==> config.mk <==
export PLATFORM = sky130hd
export DESIGN_NAME = thermocouple_spi_reader_core_flat
export DESIGN_NICKNAME = d
export VERILOG_FILES = /design/src/design/tsr_pkg.sv /design/src/design/tsr_stream_if.sv /design/src/design/thermocouple_spi_reader_core.sv /design/src/flat_wrapper.sv
export SDC_FILE = /design/constraint.sdc
export NUM_CORES = 1
export LEC_CHECK = 0
export BUFFER_PORTS_ARGS = -buffer_cell sky130_fd_sc_hd__buf_2
export CAP_MARGIN = 0
export CORE_AREA = 3 3 117 203
export DETAILED_ROUTE_END_ITERATION = 8
export DIE_AREA = 0 0 120 206
export PLACE_DENSITY = 0.55
export SYNTH_ARGS = -nofsm -noshare
export SYNTH_HDL_FRONTEND = slang
export SYNTH_SLANG_ARGS = --single-unit
==> constraint.sdc <==
create_clock -name clk -period 5.2 [get_ports clk]
set_clock_uncertainty 0.15 [all_clocks]
set_input_delay 0.52 -clock clk [delete_from_list [all_inputs] [get_ports clk]]
set_output_delay 0.52 -clock clk [all_outputs]
set_load 0.1 [all_outputs]
==> src/design/tsr_pkg.sv <==
// Types and constants of the thermocouple serial reader.
package tsr_pkg;

	// Last read status codes
	typedef enum logic [2:0] {
		ST_OK          = 3'd0,
		ST_NO_RESPONSE = 3'd1,
		ST_STUCK_LOW   = 3'd2,
		ST_OPEN        = 3'd3,
		ST_NOT_READY   = 3'd4
	} status_t;

	// Register indexes on the configuration port
	localparam logic [1:0] REG_ENABLED      = 2'd0;
	localparam logic [1:0] REG_HALF_PERIOD  = 2'd1;
	localparam logic [1:0] REG_MIN_INTERVAL = 2'd2;

	// Register widths and reset values
	localparam int HALF_W = 16;
	localparam int INTERVAL_W = 20;
	localparam logic [HALF_W-1:0] HALF_RESET = 16'd5;
	localparam logic [INTERVAL_W-1:0] INTERVAL_RESET = 20'd220000;

	// Frame decoding
	localparam int FRAME_W = 16;
	localparam int TEMP_W = 12;
	localparam logic [FRAME_W-1:0] FRAME_ALL_ONES = 16'hFFFF;
	localparam logic [FRAME_W-1:0] FRAME_ALL_ZEROS = 16'h0000;
	localparam int OPEN_BIT = 2;
	localparam int TEMP_LSB = 3;

	// One tick in
	typedef struct packed {
		logic read_request;
		logic so_level;
	} in_item_t;

	// One result out
	typedef struct packed {
		logic              cs_level;
		logic              sck_level;
		logic              busy_res;
		logic              done_res;
		logic [2:0]        status;
		logic [TEMP_W-1:0] temperature;
		logic [FRAME_W-1:0] raw_word;
		logic              connected;
	} out_item_t;

endpackage

==> src/design/tsr_stream_if.sv <==
// Valid/ready stream channel carrying one payload per transaction.
interface tsr_stream_if #(
	parameter type payload_t = logic
);
	logic     valid;
	logic     ready;
	payload_t data;

	modport source (output valid, output data, input ready);
	modport sink (input valid, input data, output ready);
endinterface

==> src/design/thermocouple_spi_reader_core.sv <==
// Thermocouple serial reader: tick-driven CS/SCK sequencer and frame decoder.
//
// in_ch carries one microsecond tick per transaction (read_request, so_level).
// out_ch returns exactly one result per tick: the CS and SCK levels to drive
// after that tick, busy and done flags, the last status, last good
// temperature, last raw frame and the connected flag.
// Each tick is handled in one pass of logic between the tick and the result
// register, so one tick is taken every cycle unless the receiver stalls.
// The result register is the only buffer: in_ch.ready is high while it is
// empty or being drained, so a stalled receiver holds the result and stops
// new ticks; nothing is lost or repeated.
// Configuration (enabled, half period, minimum interval) is written over the
// APB port at byte addresses 0, 4 and 8; pready is tied high.
// Reset clears the sequencer to idle with CS high and SCK low, loads the
// register defaults (disabled, half period 5, interval 220000) and marks
// that no read has happened yet, so the first read skips the interval wait.
module thermocouple_spi_reader_core #(
	parameter int TIMER_WIDTH = 20,
	parameter int DELAY_WIDTH = 16
) (
	input  logic        clk,
	input  logic        arst_n,
	tsr_stream_if.sink   in_ch,
	tsr_stream_if.source out_ch,
	input  logic        psel,
	input  logic        penable,
	input  logic        pwrite,
	input  logic [3:0]  paddr,
	input  logic [31:0] pwdata,
	output logic [31:0] prdata,
	output logic        pready
);

	typedef enum logic [2:0] {
		PH_IDLE  = 3'd0,
		PH_WAIT  = 3'd1,
		PH_SETUP = 3'd2,
		PH_HIGH  = 3'd3,
		PH_LOW   = 3'd4
	} phase_t;

	localparam logic [TIMER_WIDTH-1:0] TimerMax = '1;
	localparam logic [32:0] DelayMax = (33'd1 << DELAY_WIDTH) - 33'd1;

	// Configuration registers
	logic                           enabled_q;
	logic [tsr_pkg::HALF_W-1:0]     half_q;
	logic [tsr_pkg::INTERVAL_W-1:0] min_q;

	// Sequencer state
	phase_t                      phase_q, phase_nx;
	logic [DELAY_WIDTH-1:0]      delay_q, delay_nx;
	logic [3:0]                  bit_q, bit_nx;
	logic [tsr_pkg::FRAME_W-1:0] shift_q, shift_nx;
	logic [TIMER_WIDTH-1:0]      since_q, since_nx, since_inc;
	logic                        has_read_q, has_read_nx;
	logic                        good_q, good_nx;
	tsr_pkg::status_t            status_q, status_nx;
	logic [tsr_pkg::TEMP_W-1:0]  temp_q, temp_nx;
	logic [tsr_pkg::FRAME_W-1:0] raw_q, raw_nx;
	logic                        done_nx;

	// Result register
	logic                out_valid_q;
	tsr_pkg::out_item_t  out_data_q, out_data_nx;

	logic                   accept;
	logic                   cfg_write;
	logic [32:0]            half_wide;
	logic [DELAY_WIDTH-1:0] eff_half;
	logic [DELAY_WIDTH:0]   delay_inc;
	logic                   delay_done;
	logic                   interval_ok;

	// Handshake: take a tick whenever the result register can move
	assign in_ch.ready = !out_valid_q || out_ch.ready;
	assign accept = in_ch.valid && in_ch.ready;
	assign out_ch.valid = out_valid_q;
	assign out_ch.data = out_data_q;

	// Configuration port
	assign pready = 1'b1;
	assign cfg_write = psel && penable && pwrite;

	always_comb begin
		unique case (paddr[3:2])
			tsr_pkg::REG_ENABLED:      prdata = {31'd0, enabled_q};
			tsr_pkg::REG_HALF_PERIOD:  prdata = 32'(half_q);
			tsr_pkg::REG_MIN_INTERVAL: prdata = 32'(min_q);
			default:                   prdata = 32'd0;
		endcase
	end

	always_ff @(posedge clk or negedge arst_n) begin
		if (!arst_n) begin
			enabled_q <= 1'b0;
			half_q <= tsr_pkg::HALF_RESET;
			min_q <= tsr_pkg::INTERVAL_RESET;
		end else if (cfg_write) begin
			unique case (paddr[3:2])
				tsr_pkg::REG_ENABLED:      enabled_q <= pwdata[0];
				tsr_pkg::REG_HALF_PERIOD:  half_q <= pwdata[tsr_pkg::HALF_W-1:0];
				tsr_pkg::REG_MIN_INTERVAL: min_q <= pwdata[tsr_pkg::INTERVAL_W-1:0];
				default: ;
			endcase
		end
	end

	// Clamp the half period into the delay counter's range, zero counts as one
	always_comb begin
		half_wide = 33'(half_q);
		if (half_wide > DelayMax) begin
			half_wide = DelayMax;
		end
		if (half_wide == 33'd0) begin
			half_wide = 33'd1;
		end
		eff_half = half_wide[DELAY_WIDTH-1:0];
	end

	// Saturating interval timer and wait check
	assign since_inc = (since_q == TimerMax) ? since_q : since_q + 1'b1;
	assign interval_ok = !has_read_q || (33'(since_inc) >= 33'(min_q))
		|| (since_inc == TimerMax);

	assign delay_inc = (DELAY_WIDTH+1)'(delay_q) + 1'b1;
	assign delay_done = delay_inc >= (DELAY_WIDTH+1)'(eff_half);

	// Next state for one tick
	always_comb begin
		phase_nx = phase_q;
		delay_nx = delay_q;
		bit_nx = bit_q;
		shift_nx = shift_q;
		since_nx = since_inc;
		has_read_nx = has_read_q;
		good_nx = good_q;
		status_nx = status_q;
		temp_nx = temp_q;
		raw_nx = raw_q;
		done_nx = 1'b0;

		unique case (phase_q)
			PH_IDLE: begin
				if (in_ch.data.read_request) begin
					if (!enabled_q) begin
						status_nx = tsr_pkg::ST_NOT_READY;
						done_nx = 1'b1;
					end else if (interval_ok) begin
						phase_nx = PH_SETUP;
						delay_nx = '0;
						bit_nx = 4'd15;
						shift_nx = '0;
					end else begin
						phase_nx = PH_WAIT;
					end
				end
			end
			PH_WAIT: begin
				if (interval_ok) begin
					phase_nx = PH_SETUP;
					delay_nx = '0;
					bit_nx = 4'd15;
					shift_nx = '0;
				end
			end
			PH_SETUP, PH_HIGH, PH_LOW: begin
				delay_nx = delay_inc[DELAY_WIDTH-1:0];
				if (delay_done) begin
					delay_nx = '0;
					if (phase_q == PH_SETUP) begin
						phase_nx = PH_HIGH;
					end else if (phase_q == PH_HIGH) begin
						// sample SO on the last high tick
						shift_nx = shift_q
							| (tsr_pkg::FRAME_W'(in_ch.data.so_level) << bit_q);
						phase_nx = PH_LOW;
					end else if (bit_q == 4'd0) begin
						// frame complete: store and classify
						raw_nx = shift_q;
						if (shift_q == tsr_pkg::FRAME_ALL_ONES) begin
							status_nx = tsr_pkg::ST_NO_RESPONSE;
							good_nx = 1'b0;
						end else if (shift_q == tsr_pkg::FRAME_ALL_ZEROS) begin
							status_nx = tsr_pkg::ST_STUCK_LOW;
							good_nx = 1'b0;
						end else if (shift_q[tsr_pkg::OPEN_BIT]) begin
							status_nx = tsr_pkg::ST_OPEN;
							good_nx = 1'b0;
						end else begin
							status_nx = tsr_pkg::ST_OK;
							temp_nx = shift_q[tsr_pkg::TEMP_LSB +: tsr_pkg::TEMP_W];
							good_nx = 1'b1;
						end
						since_nx = '0;
						has_read_nx = 1'b1;
						phase_nx = PH_IDLE;
						done_nx = 1'b1;
					end else begin
						bit_nx = bit_q - 4'd1;
						phase_nx = PH_HIGH;
					end
				end
			end
			default: phase_nx = PH_IDLE;
		endcase
	end

	// Result built from the updated state
	always_comb begin
		out_data_nx.cs_level = !(phase_nx == PH_SETUP || phase_nx == PH_HIGH
			|| phase_nx == PH_LOW);
		out_data_nx.sck_level = (phase_nx == PH_HIGH);
		out_data_nx.busy_res = (phase_nx != PH_IDLE);
		out_data_nx.done_res = done_nx;
		out_data_nx.status = status_nx;
		out_data_nx.temperature = temp_nx;
		out_data_nx.raw_word = raw_nx;
		out_data_nx.connected = enabled_q && good_nx;
	end

	// Hold state and the result register; advance only on an accepted tick
	always_ff @(posedge clk or negedge arst_n) begin
		if (!arst_n) begin
			phase_q <= PH_IDLE;
			delay_q <= '0;
			bit_q <= 4'd15;
			shift_q <= '0;
			since_q <= '0;
			has_read_q <= 1'b0;
			good_q <= 1'b0;
			status_q <= tsr_pkg::ST_OK;
			temp_q <= '0;
			raw_q <= '0;
			out_valid_q <= 1'b0;
			out_data_q <= '0;
		end else begin
			if (accept) begin
				phase_q <= phase_nx;
				delay_q <= delay_nx;
				bit_q <= bit_nx;
				shift_q <= shift_nx;
				since_q <= since_nx;
				has_read_q <= has_read_nx;
				good_q <= good_nx;
				status_q <= status_nx;
				temp_q <= temp_nx;
				raw_q <= raw_nx;
				out_valid_q <= 1'b1;
				out_data_q <= out_data_nx;
			end else if (out_ch.ready) begin
				out_valid_q <= 1'b0;
			end
		end
	end

endmodule

==> src/flat_wrapper.sv <==
// flat-port wrapper written by rule: the top's interface ports become plain ports
module thermocouple_spi_reader_core_flat 
#(
	parameter int TIMER_WIDTH = 20,
	parameter int DELAY_WIDTH = 16
)
  (clk, arst_n, psel, penable, pwrite, paddr, pwdata, prdata, pready, in_ch_valid, in_ch_data, in_ch_ready, out_ch_valid, out_ch_data, out_ch_ready);
  tsr_stream_if #(.payload_t(tsr_pkg::in_item_t)) in_ch_i ();
  tsr_stream_if #(.payload_t(tsr_pkg::out_item_t)) out_ch_i ();
  input  logic clk;
  input  logic arst_n;
  input  logic psel;
  input  logic penable;
  input  logic pwrite;
  input  logic [3:0] paddr;
  input  logic [31:0] pwdata;
  output logic [31:0] prdata;
  output logic pready;
  input wire logic [$bits(in_ch_i.valid)-1:0] in_ch_valid;
  input wire logic [$bits(in_ch_i.data)-1:0] in_ch_data;
  output wire logic [$bits(in_ch_i.ready)-1:0] in_ch_ready;
  output wire logic [$bits(out_ch_i.valid)-1:0] out_ch_valid;
  output wire logic [$bits(out_ch_i.data)-1:0] out_ch_data;
  input wire logic [$bits(out_ch_i.ready)-1:0] out_ch_ready;
  assign in_ch_i.valid = in_ch_valid;
  assign in_ch_i.data = in_ch_data;
  assign in_ch_ready = in_ch_i.ready;
  assign out_ch_valid = out_ch_i.valid;
  assign out_ch_data = out_ch_i.data;
  assign out_ch_i.ready = out_ch_ready;
  thermocouple_spi_reader_core #(.TIMER_WIDTH(TIMER_WIDTH), .DELAY_WIDTH(DELAY_WIDTH)) u_core (.clk(clk), .arst_n(arst_n), .in_ch(in_ch_i), .out_ch(out_ch_i), .psel(psel), .penable(penable), .pwrite(pwrite), .paddr(paddr), .pwdata(pwdata), .prdata(prdata), .pready(pready));
endmodule
==> impl_metrics.py <==
metrics = {
    "synthesis": {
        "synth_warnings": 0,
        "synth.distinct_cells": 61,
        "syn_avg_cell_area_sq_um": 9.343,
        "yosysTopAreaCell": "dfrtp_1",
        "async_flop_share_pct": 100.0,
        "ys_top_cells_by_count": "120 x dfrtp_1, 113 x nand2_1, 51 x o21ai_1",
        "ys_top_cells_by_area": "dfrtp_1 39%, ha_1 6.5%, nand2_1 5.5%",
        "syn-instance-count": 828,
        "synth_edf_count": 0,
        "ys_seq_area_share_pct": 43.91,
        "synth.most_common_cell": "dfrtp_1",
        "synth_top_area_share_pct": 38.82,
        "synth_ff_type": "dfrtp_1",
        "mappedNetlistArea_sq_um": 7736,
        "ys_ff_latch": 135,
    },
    "detailed_routing": {
        "drt-vias-per-instance": 5.291,
        "first_pass_iters": 5,
        "wl_microns": 21640,
        "drc": 0,
        "vias": 6444,
        "wire_per_inst_microns": 17.76,
        "first_iter_violations": 326,
        "drtAntennaViolNets": 0,
    },
    "critical_path": {
        "critPathRequiredTime_ns": 5.38,
        "worst_path_most_repeated_cell": "nand2_1",
        "critPathCaptureType": "flip-flop",
        "critPathTopFamily": "compound AO/OA/AOI/OAI gates",
        "worstPathCellList": "ha_1, inv_2, nor4_2, nand2_1, buf_4, nand2_1, nand2_1, ha_1, a2111oi_0, and4b_1, o21ai_1, nand4b_1, o31ai_4, buf_4, o21ai_1, o31ai_1",
        "worst-setup-path-type": "reg -> reg",
        "slowest_stage": "o31ai_4",
        "start_kind": "flip-flop",
        "path_max_fanout": 17,
        "critPathMaxStageDelay_ns": 0.70,
        "crit_buf_inv": 3,
        "ff2ff_setup_slack_ns": 0.34,
        "critPathArrivalTime_ns": 5.04,
    },
    "grt": {
        "antenna_found_initial": 0,
        "track_usage_pct": 18.09,
        "grt_pass1_vias": 6424,
        "grt_max_degree": 104,
        "grt_overflow": 0,
        "grt_pass1_wl_microns": 34620,
    },
    "job": {
        "cap_viol_max_count": 0,
    },
    "clocking": {
        "cts_root_buf": "clkbuf_16",
        "cts_sinks": 135,
        "cts_resized": 0,
        "clock_path_buffers": 2,
        "htreeDepth": 4,
        "cts_buffers": 17,
        "cts_hold_buf": 0,
        "insertion_delay_ns": 0.43,
        "cts_setup_buffers": 0,
        "tritoncts": "yes",
        "path_clk_slew_ns": 0.06,
    },
    "die": {
        "initial_core_util_pct": 34.77,
        "ios": 116,
        "dieHeight_microns": 206,
        "dieWidth_microns": 120,
        "fp-row-count": 72,
        "dieArea_sq_um": 24720,
        "coreArea_sq_um": 22250,
    },
    "power_and_ir_drop": {
        "ir_worst_vdd_uv": 290.5,
        "leakage_uw": 0.004361,
        "power_density_nw_per_um2": 421.5,
    },
    "sta": {
        "fin_crit_ns": 4.862,
        "fin_crit_sh_pct": 93.50,
        "fmax_ghz": 0.2057,
        "hold_viol_final": 0,
        "hold_ws_ns": 0.03691,
        "drv_slew": 0,
        "slew_headroom_pct": 18.60,
        "setup_tns_ns": 0,
        "tightest_slew_ns": 1.219,
        "rsz0062_at_grt": "no",
        "finalSetupViolCount": 0,
    },
    "place": {
        "post-dp-hpwl_microns": 16060,
        "numPortBuffers": 88,
        "place.gp.congestion": 0.8946,
        "placed_cell_area_sq_um": 8508,
    },
    "layout": {
        "drive_above_1_share_pct": 19.09,
        "fillers": 2225,
        "syn2layout_area_growth_pct": 17.35,
        "postLayoutCellArea_sq_um": 9079,
        "diodes": 0,
        "nets": 994,
    },
    "min_path": {
        "hold_path_class": "in -> async",
    },
    "run_status": {
        "status": "completed",
    },
}
final timing paths:
kind                                     endpoint  depth (start not counted)              startpoint
max                             u_core.delay_q[9]                         16       u_core.since_q[0]
min                            u_core.delay_q[12]                          1                  arst_n
max reg2reg                     u_core.delay_q[9]                         16       u_core.since_q[0]
min reg2reg                u_core.out_ch.data[32]                          2  u_core.out_ch.data[32]
max in group asynchronous       u_core.since_q[3]                          2                  arst_n
min in group clk                 u_core.min_q[19]                          3              pwdata[19]
sequential cells by signal, indices dropped and copies added (netlist names), 5 cells and up:
signal              flops
u_core.min_q           20
u_core.out_ch.data      5
u_core.raw_q           16
u_core.delay_q         16
u_core.shift_q         16
u_core.half_q          16
u_core.temp_q          12
u_core.since_q         20
kinds of logic (layout without fill, tap and decap cells):
group	Yosys count	after routing	share of synthesized area [%]
mux	36	36	5.175
xor+xnor	27	27	3.057
flops	135	135	43.91
fa+ha+maj	40	40	6.469
buf+inv	105	188	5.871
compound gates	197	197	16.93
other cells	2	13	0.09708
simple gates	286	286	18.49
stage by stage:
step	setup slack (ns)	power (uW)	instances	utilization (%)
after floorplan	1.023	2328	839	-
after global placement	0.3907	2647	1186	38.24
after detailed placement	0.3832	2665	1186	38.24
after CTS	0.2971	3869	1218	40.80
after global routing	0.005329	4059	1218	40.80
final	0.3382	3827	1218	40.80
layout make-up:
type	instances	area (sq um)	share of cell area (%)
clock buffer	17	425.4	4.686
clock inverter	15	145.1	1.599
inverter	48	180.2	1.985
multi-input combinational	599	3964	43.66
sequential	135	3397	37.42
tap	296	370.4	4.079
timing repair buffer	108	596.8	6.574
report_power, final:
part | internal (uW) | switching, uW | total (uW)
sequential | 1260 | 237 | 1490
clock | 668 | 517 | 1190
combinational | 360 | 786 | 1150
total | 2290 | 1540 | 3830
per-layer routing:
| metal | vias up | track usage, % | wire (microns) |
|---|---|---|---|
| met4 | 0 | 8.316 | 784 |
| met2 | 130 | 34.22 | 11920 |
| met3 | 38 | 2.957 | 605 |
| li1 | 3114 | - | - |
| met5 | - | 0 | 0 |
| met1 | 3162 | 19.42 | 8329 |
cells in the final DEF, fill, tap and decap left out, types with 6 or more instances in the layout:
cell,n
o31ai_1,10
and2_1,9
xor2_1,10
clkbuf_16,17
nand2b_1,11
nand4_1,18
a2bb2oi_1,15
a22o_1,27
and3_1,6
o21ai_1,51
buf_4,20
mux2_1,27
xnor2_1,17
conb_1,13
ha_1,40
nor3_1,13
dfstp_2,15
dfrtp_1,120
a21o_1,14
buf_2,87
nor2_1,37
inv_1,47
nor4_1,24
a21oi_1,24
o21ai_0,25
nand3_1,22
or3_1,6
nand2_1,113
Power figures use the tool's default switching activity.
